<file path="src/hdl/ethp_pkg.sv">
package ethp_pkg;

    // defaults for the top-level parameters
    localparam int DEF_MAX_BINS  = 128;
    localparam int DEF_TIME_BITS = 32;

    // port widths fixed by the word layouts
    localparam int CFG_IDX_W = 2;
    localparam int CFG_DAT_W = 32;
    localparam int S_DATA_W  = 40;
    localparam int S_USER_W  = 2;
    localparam int M_DATA_W  = 232;
    localparam int DUR_W     = 32;
    localparam int SEL_W     = 7;
    localparam int CNT_W     = 32;
    localparam int SUM_W     = 64;

    // configuration register indexes
    localparam logic [CFG_IDX_W-1:0] CFG_BIN_MINIMUM = 2'd0;
    localparam logic [CFG_IDX_W-1:0] CFG_BIN_WIDTH   = 2'd1;
    localparam logic [CFG_IDX_W-1:0] CFG_BINS_IN_USE = 2'd2;

    // configuration reset values
    localparam logic [31:0] RST_BIN_MINIMUM = 32'd0;
    localparam logic [31:0] RST_BIN_WIDTH   = 32'd500;
    localparam logic [7:0]  RST_BINS_IN_USE = 8'd100;

    // operation codes carried in tuser
    typedef enum logic [1:0] {
        OP_RECORD = 2'd0,
        OP_CLEAR  = 2'd1,
        OP_READ   = 2'd2,
        OP_NOP    = 2'd3
    } op_t;

    // controller to datapath commands
    typedef struct packed {
        logic load;
        logic div_step;
        logic lookup;
        logic lookup_sel;
        logic update_rec;
        logic update_rd;
        logic sweep_step;
        logic out_load;
    } cmd_t;

    // datapath to controller status
    typedef struct packed {
        logic div_last;
        logic sweep_last;
        logic out_free;
    } sts_t;

endpackage

</file>
<file path="src/hdl/ethp_ctrl.sv">
module ethp_ctrl (
    input  logic                             aclk,
    input  logic                             aresetn,
    input  logic                             s_tvalid,
    output logic                             s_tready,
    input  logic [ethp_pkg::S_USER_W-1:0]    s_tuser,
    input  ethp_pkg::sts_t                   sts,
    output ethp_pkg::cmd_t                   cmd
);

    typedef enum logic [2:0] {
        ST_RESET_SWEEP,
        ST_IDLE,
        ST_DIVIDE,
        ST_LOOKUP,
        ST_UPDATE,
        ST_CLEAR_SWEEP,
        ST_FINISH
    } state_t;

    state_t          state_reg, state_next;
    ethp_pkg::op_t   op_reg, op_next;
    logic            ready_reg, ready_next;
    logic            accept;
    ethp_pkg::op_t   in_op;

    assign in_op    = ethp_pkg::op_t'(s_tuser);
    assign accept   = s_tvalid & ready_reg;
    assign s_tready = ready_reg;

    // command decode
    always_comb begin
        cmd            = '0;
        cmd.load       = (state_reg == ST_IDLE) & accept;
        cmd.div_step   = (state_reg == ST_DIVIDE);
        cmd.lookup     = (state_reg == ST_LOOKUP);
        cmd.lookup_sel = (state_reg == ST_LOOKUP) & (op_reg == ethp_pkg::OP_READ);
        cmd.update_rec = (state_reg == ST_UPDATE) & (op_reg == ethp_pkg::OP_RECORD);
        cmd.update_rd  = (state_reg == ST_UPDATE) & (op_reg == ethp_pkg::OP_READ);
        cmd.sweep_step = (state_reg == ST_RESET_SWEEP) | (state_reg == ST_CLEAR_SWEEP);
        cmd.out_load   = (state_reg == ST_FINISH) & sts.out_free;
    end

    // next state
    always_comb begin
        state_next = state_reg;
        op_next    = op_reg;
        unique case (state_reg)
            ST_RESET_SWEEP: begin
                if (sts.sweep_last) begin
                    state_next = ST_IDLE;
                end
            end
            ST_IDLE: begin
                if (accept) begin
                    op_next = in_op;
                    unique case (in_op)
                        ethp_pkg::OP_RECORD: state_next = ST_DIVIDE;
                        ethp_pkg::OP_CLEAR:  state_next = ST_CLEAR_SWEEP;
                        ethp_pkg::OP_READ:   state_next = ST_LOOKUP;
                        default:             state_next = ST_FINISH;
                    endcase
                end
            end
            ST_DIVIDE: begin
                if (sts.div_last) begin
                    state_next = ST_LOOKUP;
                end
            end
            ST_LOOKUP: begin
                state_next = ST_UPDATE;
            end
            ST_UPDATE: begin
                state_next = ST_FINISH;
            end
            ST_CLEAR_SWEEP: begin
                if (sts.sweep_last) begin
                    state_next = ST_FINISH;
                end
            end
            ST_FINISH: begin
                if (sts.out_free) begin
                    state_next = ST_IDLE;
                end
            end
            default: state_next = ST_IDLE;
        endcase
        ready_next = (state_next == ST_IDLE);
    end

    // state and registered ready
    always_ff @(posedge aclk) begin
        if (!aresetn) begin
            state_reg <= ST_RESET_SWEEP;
            op_reg    <= ethp_pkg::OP_NOP;
            ready_reg <= 1'b0;
        end else begin
            state_reg <= state_next;
            op_reg    <= op_next;
            ready_reg <= ready_next;
        end
    end

endmodule

</file>
<file path="config.mk">
export PLATFORM = sky130hd
export DESIGN_NAME = ethp_ctrl
export DESIGN_NICKNAME = d
export VERILOG_FILES = /design/src/hdl/ethp_pkg.sv /design/src/hdl/ethp_ctrl.sv
export SDC_FILE = /design/constraint.sdc
export NUM_CORES = 1
export LEC_CHECK = 0
export BUFFER_PORTS_ARGS = -buffer_cell sky130_fd_sc_hd__buf_2
export CAP_MARGIN = 15
export CORE_AREA = 10 10 47 49
export CTS_BUF_LIST = sky130_fd_sc_hd__clkbuf_2
export DETAILED_ROUTE_END_ITERATION = 10
export DIE_AREA = 0 0 57 59
export PLACE_DENSITY = 0.58
export SYNTH_ARGS = -nofsm -noshare
export SYNTH_HDL_FRONTEND = slang
export SYNTH_SLANG_ARGS = --single-unit
</file>
<file path="constraint.sdc">
create_clock -name aclk -period 1.6 [get_ports aclk]
set_clock_uncertainty 0.05 [all_clocks]
set_input_delay 0.32 -clock aclk [delete_from_list [all_inputs] [get_ports aclk]]
set_output_delay 0.32 -clock aclk [all_outputs]
set_load 0.1 [all_outputs]
</file>
==> results.json, run 1 <==
{
  "synth_top_area_share_pct": 27.8,
  "cp_data_arrival_time_ns": 1.31,
  "die_area_mm2": 0.00336,
  "antennaDiodeCount": 0,
  "fin_nets": 84,
  "ant_nets": 0,
  "hpwl_um": 891,
  "via_per_inst": 4.89,
  "status": "complete, but fails checks",
  "dr.pass1.iters": 2,
  "pre_cts_ws_ns": 0.0954,
  "grt_max_degree": 14,
  "hold_path.class": "input pin to flop",
  "clock_path_buffers": 2,
  "hold_viol": 0,
  "cap_violations": 0,
  "holdBufCountCts": 0,
  "required_ns": 1.23,
  "track_usage_pct": 7.17,
  "drv_slew": 0,
  "violations": "setup timing",
  "period_minus_slack_ns": 1.68,
  "numCtsBuffers": 3,
  "timing.hold.ws_ns": 0.258,
  "seq_area_frac_synth_pct": 27.8,
  "drive_above_1_share_pct": 59.7,
  "fmax_mhz": 594,
  "syn-cell-area_um2": 432,
  "die_x_um": 57,
  "peakVddDrop_mv": 0.359,
  "synth_area_leaders": "dfxtp_1, o32ai_4, nand2_1",
  "wl_um": 1080,
  "post_drt_wl_per_cell_um": 12.3,
  "rows": 14,
  "finalSetupViolCount": 4,
  "htreeDepth": 1,
  "min_period_over_period_pct": 105,
  "tightest_slew_ns": 0.492,
  "use_met3_pct": 3.00,
  "rsz0062_at_grt": "yes",
  "yosys.area.top_type": "dfxtp_1",
  "largest_reg_flops": 3,
  "ys_ff_latch": 6,
  "initial_core_util_pct": 30.8,
  "setup_tns_ns": -0.160,
  "clkSlewWorstSetupHoldPaths_ns": 0.06,
  "drtIter0Drc": 5,
  "use_met2_pct": 10.7,
  "die_h_um": 59,
  "cts_tree": "built",
  "fillers": 133,
  "gr-total-overflow": 0,
  "synth_area_per_cell_um2": 8.81,
  "grt_use_met1_pct": 7.71,
  "portBuffers": 16,
  "p_per_area_mw_per_mm2": 689,
  "grt_first_pass_wirelength_um": 1900,
  "worstSetupEndpointType": "primary output",
  "yosys.cell_types.count": 28,
  "core_area_mm2": 0.00140,
  "ctsRootBufferMaster": "clkbuf_2",
  "start_kind": "flop",
  "ios": 17,
  "yosysWarnings": 0,
  "drc": 0,
  "worst_slack_ns": -0.0833,
  "critical_path.max_fanout": 6,
  "antenna_found_initial": 0,
  "path_class": "flop to primary output",
  "grt_pass1_vias": 447,
  "insertion_delay_ns": 0.22,
  "routed-via-count": 430,
  "clock-sinks": 6,
  "synth.net_count": 59,
  "final_util_pct": 56.3,
  "gp_congestion": 0.679,
  "slew_headroom_pct": 67.4,
  "instances_no_fill": 88,
  "synth_cells": 49,
  "area_growth_pct": 82.9,
  "dp_cells": 79,
  "busiest_layer": "met2",
  "leakage_nw": 0.330
}
==> metrics by stage <==
| stage | power (W) | instance area (µm²) |
|---|---|---|
| 6_report | 0.000544 | 790 |
| 5_1_grt | 0.000580 | 790 |
| 4_1_cts | 0.000546 | 767 |
| 3_5_place_dp | 0.000425 | 718 |
| 3_3_place_gp | 0.000424 | 718 |
| 2_1_floorplan | 0.000362 | 520 |
==> routing by layer <==
| metal | part of all wire [%] | vias to the layer above |
|---|---|---|
| met5 | 0 | - |
| met4 | 3.0 | 0 |
| met3 | 6.7 | 5 |
| met2 | 47 | 12 |
| met1 | 43 | 190 |
| li1 | - | 223 |
==> layout make-up <==
type,instances,area (µm²),area share (%)
tap,16,20.0,2.54
clock buffer,3,15.0,1.90
inverter,1,3.75,0.475
multi-input combinational,39,363,46.0
timing repair buffer,23,253,32.0
sequential,6,135,17.1
==> path summary, 6_finish.rpt <==
kind,startpoint,to,slack (ns),depth (start not counted)
max reg2reg,state_reg[0],op_reg[0],0.22,5
max,state_reg[0],cmd[4],-0.08,4
min,aresetn,op_reg[1],0.26,2
min reg2reg,op_reg[1],op_reg[1],0.55,2
==> where the power goes <==
| part | leakage (nW) | switching (W) | internal (W) |
|---|---|---|---|
| clock network | 0.0125 | 0.0000574 | 0.0000508 |
| registers | 0.0518 | 0.0000221 | 0.000162 |
| logic | 0.266 | 0.000149 | 0.000102 |
==> synth_stat cells <==
library cell / count
a211oi_1: 1
a21oi_2: 1
a22oi_1: 1
a31oi_1: 1
and2_1: 1
and3_1: 3
and3b_1: 1
and4_4: 1
and4b_1: 1
buf_2: 1
buf_4: 2
dfxtp_1: 6
ha_1: 2
inv_1: 1
mux2i_1: 2
nand2_1: 7
nand2b_1: 3
nand3_1: 1
nor2_1: 3
nor2b_1: 1
nor2b_4: 1
nor3b_1: 2
nor4_1: 1
nor4b_1: 1
o211ai_1: 1
o21ai_0: 1
o32ai_4: 1
or2_1: 1
==> layout by cell type (no fill, tap or decap), types with 2 or more instances in the layout <==
cell | synthesis | layout
nand2_1 | 7 | 7
nand2b_1 | 3 | 2
clkbuf_2 | 0 | 3
nor2_1 | 3 | 2
buf_2 | 1 | 8
dfxtp_4 | 0 | 4
mux2i_1 | 2 | 2
buf_4 | 2 | 7
buf_12 | 0 | 8
and3_1 | 3 | 3
dfxtp_1 | 6 | 2
nor3b_4 | 0 | 2
ha_1 | 2 | 2
==> critical path: stages (launching register included) <==
cell	delay, ns
dfxtp_4	0.37
nor2b_4	0.17
and2_4	0.17
and3b_4	0.20
buf_12	0.17
==> kinds of logic after synthesis <==
group           after synthesis  share of synthesized area (%)
simple gates                 28                           40.0
buf+inv                       4                           5.50
compound gates                7                           16.2
flops                         6                           27.8
fa+ha+maj                     2                           5.80
mux                           2                           4.64
==> repair_timing <==
item	CTS	global route
setup endpoints to repair	6	5
pin swaps	2	1
gates resized for setup	4	0
buffers inserted	3	3
Note: power is estimated with default switching activity, not from simulation.
==> inputs of run 2 (changes only) <==
--- a/config.mk
+++ b/config.mk
@@ -7,10 +7,10 @@
 export LEC_CHECK = 0
 export BUFFER_PORTS_ARGS = -buffer_cell sky130_fd_sc_hd__buf_2
 export CAP_MARGIN = 15
-export CORE_AREA = 10 10 47 49
+export CORE_AREA = 2 2 39 41
 export CTS_BUF_LIST = sky130_fd_sc_hd__clkbuf_2
 export DETAILED_ROUTE_END_ITERATION = 10
-export DIE_AREA = 0 0 57 59
+export DIE_AREA = 0 0 41 43
 export PLACE_DENSITY = 0.58
 export SYNTH_ARGS = -nofsm -noshare
 export SYNTH_HDL_FRONTEND = slang
==> results.json, run 2 (synthesis results as in run 1) <==
{
  "status": "complete, but fails checks",
  "violations": "setup timing",
  "die_h_um": 43,
  "slew_headroom_pct": 68.0,
  "whs_path_depth": 2,
  "setup_tns_ns": -0.105,
  "drive_above_1_share_pct": 60.8,
  "antenna_found_initial": 0,
  "grt_max_degree": 14,
  "rows": 14,
  "via_per_inst": 4.98,
  "layout_common_cells": "buf_2, buf_12, buf_4",
  "slowest_stage": "dfxtp_4",
  "ctsRootBufferMaster": "clkbuf_2",
  "pre_cts_ws_ns": 0.0890,
  "routed-via-count": 448,
  "rsz0062_at_grt": "yes",
  "finalSetupViolCount": 3,
  "portBuffers": 16,
  "track_usage_pct": 15.6,
  "fin_nets": 85,
  "clock_path_buffers": 2,
  "clock-sinks": 6,
  "rr_worst_depth": 5,
  "design_area_um2": 802,
  "cap_violations": 0,
  "power_w": 0.000560,
  "cp_data_arrival_time_ns": 1.29,
  "ios": 17,
  "worst_slack_ns": -0.0558,
  "hold_viol": 0,
  "gp_congestion": 0.748,
  "dr.pass1.iters": 2,
  "p_per_area_mw_per_mm2": 698,
  "post_drt_wl_per_cell_um": 12.5,
  "hold_path.class": "input pin to flop",
  "critical_path.max_fanout": 4,
  "largest_reg_flops": 3,
  "path_class": "flop to primary output",
  "required_ns": 1.23,
  "ant_nets": 0,
  "drtIter0Drc": 11,
  "peakVddDrop_mv": 0.333,
  "grt_pass1_vias": 448,
  "cts_tree": "built",
  "area_growth_pct": 85.8,
  "placed_area_um2": 718,
  "hpwl_um": 801,
  "timing.hold.ws_ns": 0.272,
  "numCtsBuffers": 3,
  "initial_core_util_pct": 31.2,
  "fmax_mhz": 604,
  "htreeDepth": 1,
  "worstSetupEndpointType": "primary output",
  "die_area_mm2": 0.00176,
  "min_period_over_period_pct": 103,
  "gr-total-overflow": 0,
  "start_kind": "flop",
  "leakage_nw": 0.340,
  "drv_slew": 0,
  "core_area_mm2": 0.00138,
  "die_x_um": 41,
  "tightest_slew_ns": 0.484,
  "holdBufCountCts": 0,
  "clkSlewWorstSetupHoldPaths_ns": 0.07,
  "antennaDiodeCount": 0,
  "crit_chain": "nand2b_4, nor4b_4, buf_12",
  "critical_path.max_stage_delay_ns": 0.35,
  "insertion_delay_ns": 0.23,
  "grt_first_pass_wirelength_um": 1860,
  "period_minus_slack_ns": 1.66,
  "wl_um": 1120,
  "drc": 0
}
[run 2: timing repair]
item                                    4_1_cts  5_1_grt
setup buffers                                 7        0
endpoints found under the setup margin        6        6
pin swaps                                     1        3
resized for setup                             2        2
[run 2: through the flow]
stage,instances,utilization (%)
after global placement,79,51.9
after CTS,90,57.5
after detailed placement,79,51.9
after floorplan,49,-
after global routing,90,58.0
final,90,58.0
[run 2: routing by layer]
| metal | vias up | track usage, % | wire, µm |
|---|---|---|---|
| li1 | 227 | - | - |
| met1 | 209 | 19.1 | 439 |
| met2 | 10 | 24.4 | 632 |
| met3 | 2 | 3.14 | 41 |
| met4 | 0 | 8.00 | 8 |
| met5 | - | 0 | 0 |
[run 2: worst paths after layout]
path / from / endpoint / slack, ns
hold / removal: aresetn / op_reg[1] / 0.27
hold reg to reg: op_reg[1] / op_reg[1] / 0.56
setup / recovery: state_reg[0] / cmd[2] / -0.06
setup reg to reg: state_reg[0] / s_tready / 0.15
[run 2: final cells by class]
class,count,area [µm²]
clock buffers,4,20.0
repair buffers,24,260
well taps,16,20.0
multi-input cells,39,363
inverters,1,3.75
fillers,127,582
flip-flops and latches,6,135
[run 2: critical path: cells and delay by family (launching register included)]
kind / cells / cell delay, ns
AND/OR/NAND/NOR: 2 / 0.50
flip-flops: 1 / 0.35
buffers and inverters: 1 / 0.21
[run 2: power by group]
part	total, W	internal (W)	switching (W)
clock network	0.000123	0.0000662	0.0000567
logic	0.000253	0.000101	0.000153
registers	0.000184	0.000162	0.0000215
total	0.000560	0.000329	0.000231
==> inputs of run 3 (changes only) <==
--- a/config.mk
+++ b/config.mk
@@ -8,7 +8,7 @@
 export BUFFER_PORTS_ARGS = -buffer_cell sky130_fd_sc_hd__buf_2
 export CAP_MARGIN = 15
 export CORE_AREA = 2 2 39 41
-export CTS_BUF_LIST = sky130_fd_sc_hd__clkbuf_2
+export CTS_BUF_LIST = sky130_fd_sc_hd__clkbuf_4
 export DETAILED_ROUTE_END_ITERATION = 10
 export DIE_AREA = 0 0 41 43
 export PLACE_DENSITY = 0.58
==> results.json, run 3 (synthesis results as in run 1) <==
{
  "status": "complete, but fails checks",
  "violations": "setup timing",
  "initial_core_util_pct": 31.2,
  "path_delay_family": "simple AND/OR/NAND/NOR gates",
  "gr-total-overflow": 0,
  "critical_path.max_stage_delay_ns": 0.34,
  "clkSlewWorstSetupHoldPaths_ns": 0.05,
  "htreeDepth": 1,
  "track_usage_pct": 16.0,
  "antenna_found_initial": 0,
  "wl_um": 1100,
  "fmax_mhz": 598,
  "ios": 17,
  "clock-sinks": 6,
  "holdBufCountCts": 0,
  "min_period_over_period_pct": 105,
  "crit_end": "cmd[2]",
  "grt_max_degree": 14,
  "fin_nets": 85,
  "finalSetupViolCount": 3,
  "core_area_mm2": 0.00138,
  "startpoint": "state_reg[0]",
  "path_class": "flop to primary output",
  "rrSetupSlack_ns": 0.15,
  "start_kind": "flop",
  "numCtsBuffers": 3,
  "tightest_slew_ns": 0.484,
  "grt_pass1_vias": 447,
  "drtIter0Drc": 3,
  "fillers": 126,
  "cap_violations": 0,
  "hold_path.class": "input pin to flop",
  "portBuffers": 16,
  "die_h_um": 43,
  "timing.hold.ws_ns": 0.242,
  "cts_tree": "built",
  "layout_common_cells": "buf_2, buf_12, buf_4",
  "post_drt_wl_per_cell_um": 12.2,
  "via_per_inst": 4.94,
  "drv_slew": 0,
  "required_ns": 1.23,
  "largest_reg_flops": 3,
  "dp_cells": 79,
  "hold_viol": 0,
  "slowest_stage": "dfxtp_4",
  "cp.depth": 3,
  "peakVddDrop_mv": 0.455,
  "dr.pass1.iters": 2,
  "drive_above_1_share_pct": 60.8,
  "period_minus_slack_ns": 1.67,
  "worst_slack_ns": -0.0727,
  "rr_startpoint": "state_reg[0]",
  "routed-via-count": 445,
  "pre_cts_ws_ns": 0.0890,
  "critical_path.max_fanout": 4,
  "p_per_area_mw_per_mm2": 748,
  "die_area_mm2": 0.00176,
  "crit_chain": "nand2b_4, nor4b_4, buf_12",
  "die_x_um": 41,
  "area_growth_pct": 88.1,
  "gp_congestion": 0.748,
  "ant_nets": 0,
  "hpwl_um": 801,
  "antennaDiodeCount": 0,
  "drc": 0,
  "clock_path_buffers": 2,
  "reg2reg_to": "s_tready",
  "insertion_delay_ns": 0.25,
  "rsz0062_at_grt": "yes",
  "ctsRootBufferMaster": "clkbuf_4",
  "rr_worst_depth": 5,
  "whs_path_depth": 2,
  "cp_num_buf_inv": 1,
  "worstSetupEndpointType": "primary output",
  "cp_data_arrival_time_ns": 1.30,
  "slew_headroom_pct": 68.0,
  "rows": 14,
  "grt_first_pass_wirelength_um": 1840,
  "instances_no_fill": 90,
  "leakage_nw": 0.342
}
run 3: changes by cell type in the layout (fill, tap and decap cells not counted):
cell      change
clkbuf_2      -4
clkbuf_4      +4
run 3: stage by stage:
stage	total power, W	instance area, µm²	setup TNS [ns]	util [%]
floorplan	0.000362	520	-1.26	-
global placement	0.000423	718	0	51.9
detailed placement	0.000425	718	0	51.9
CTS	0.000617	812	-0.202	58.7
global route	0.000635	812	-0.332	58.7
finish	0.000608	812	-0.153	58.7
run 3: worst min-delay path by stage:
stage / startpoint / to
finish: aresetn / op_reg[1]
CTS: aresetn / op_reg[1]
detailed placement: aresetn / op_reg[1]
floorplan: aresetn / op_reg[0]
global route: aresetn / op_reg[1]
global placement: aresetn / op_reg[1]
run 3: routing by layer:
metal / vias to the layer above / track usage (%) / wire length, µm
li1: 226 / - / -
met1: 205 / 18.4 / 431
met2: 10 / 24.4 / 594
met3: 4 / 3.14 / 41
met4: 0 / 12.0 / 28
met5: - / 0 / 0
run 3: layout make-up:
| class | instances | area [µm²] | share of cell area, % |
|---|---|---|---|
| clock buffers | 4 | 30.0 | 3.70 |
| inverters | 1 | 3.75 | 0.462 |
| multi-input cells | 39 | 363 | 44.7 |
| flip-flops and latches | 6 | 135 | 16.6 |
| well taps | 16 | 20.0 | 2.47 |
| repair buffers | 24 | 260 | 32.0 |
run 3: timing repair:
item / CTS / global route
hold endpoints to repair: 0 / 0
buffers inserted: 7 / 0
resized for setup: 4 / 0
pin swaps: 2 / 3
endpoints found under the setup margin: 6 / 7
run 3: power by group:
group | total (W) | switching [W] | internal [W]
sequential | 0.000184 | 0.0000211 | 0.000163
combinational | 0.000254 | 0.000153 | 0.000101
clock | 0.000170 | 0.0000588 | 0.000112
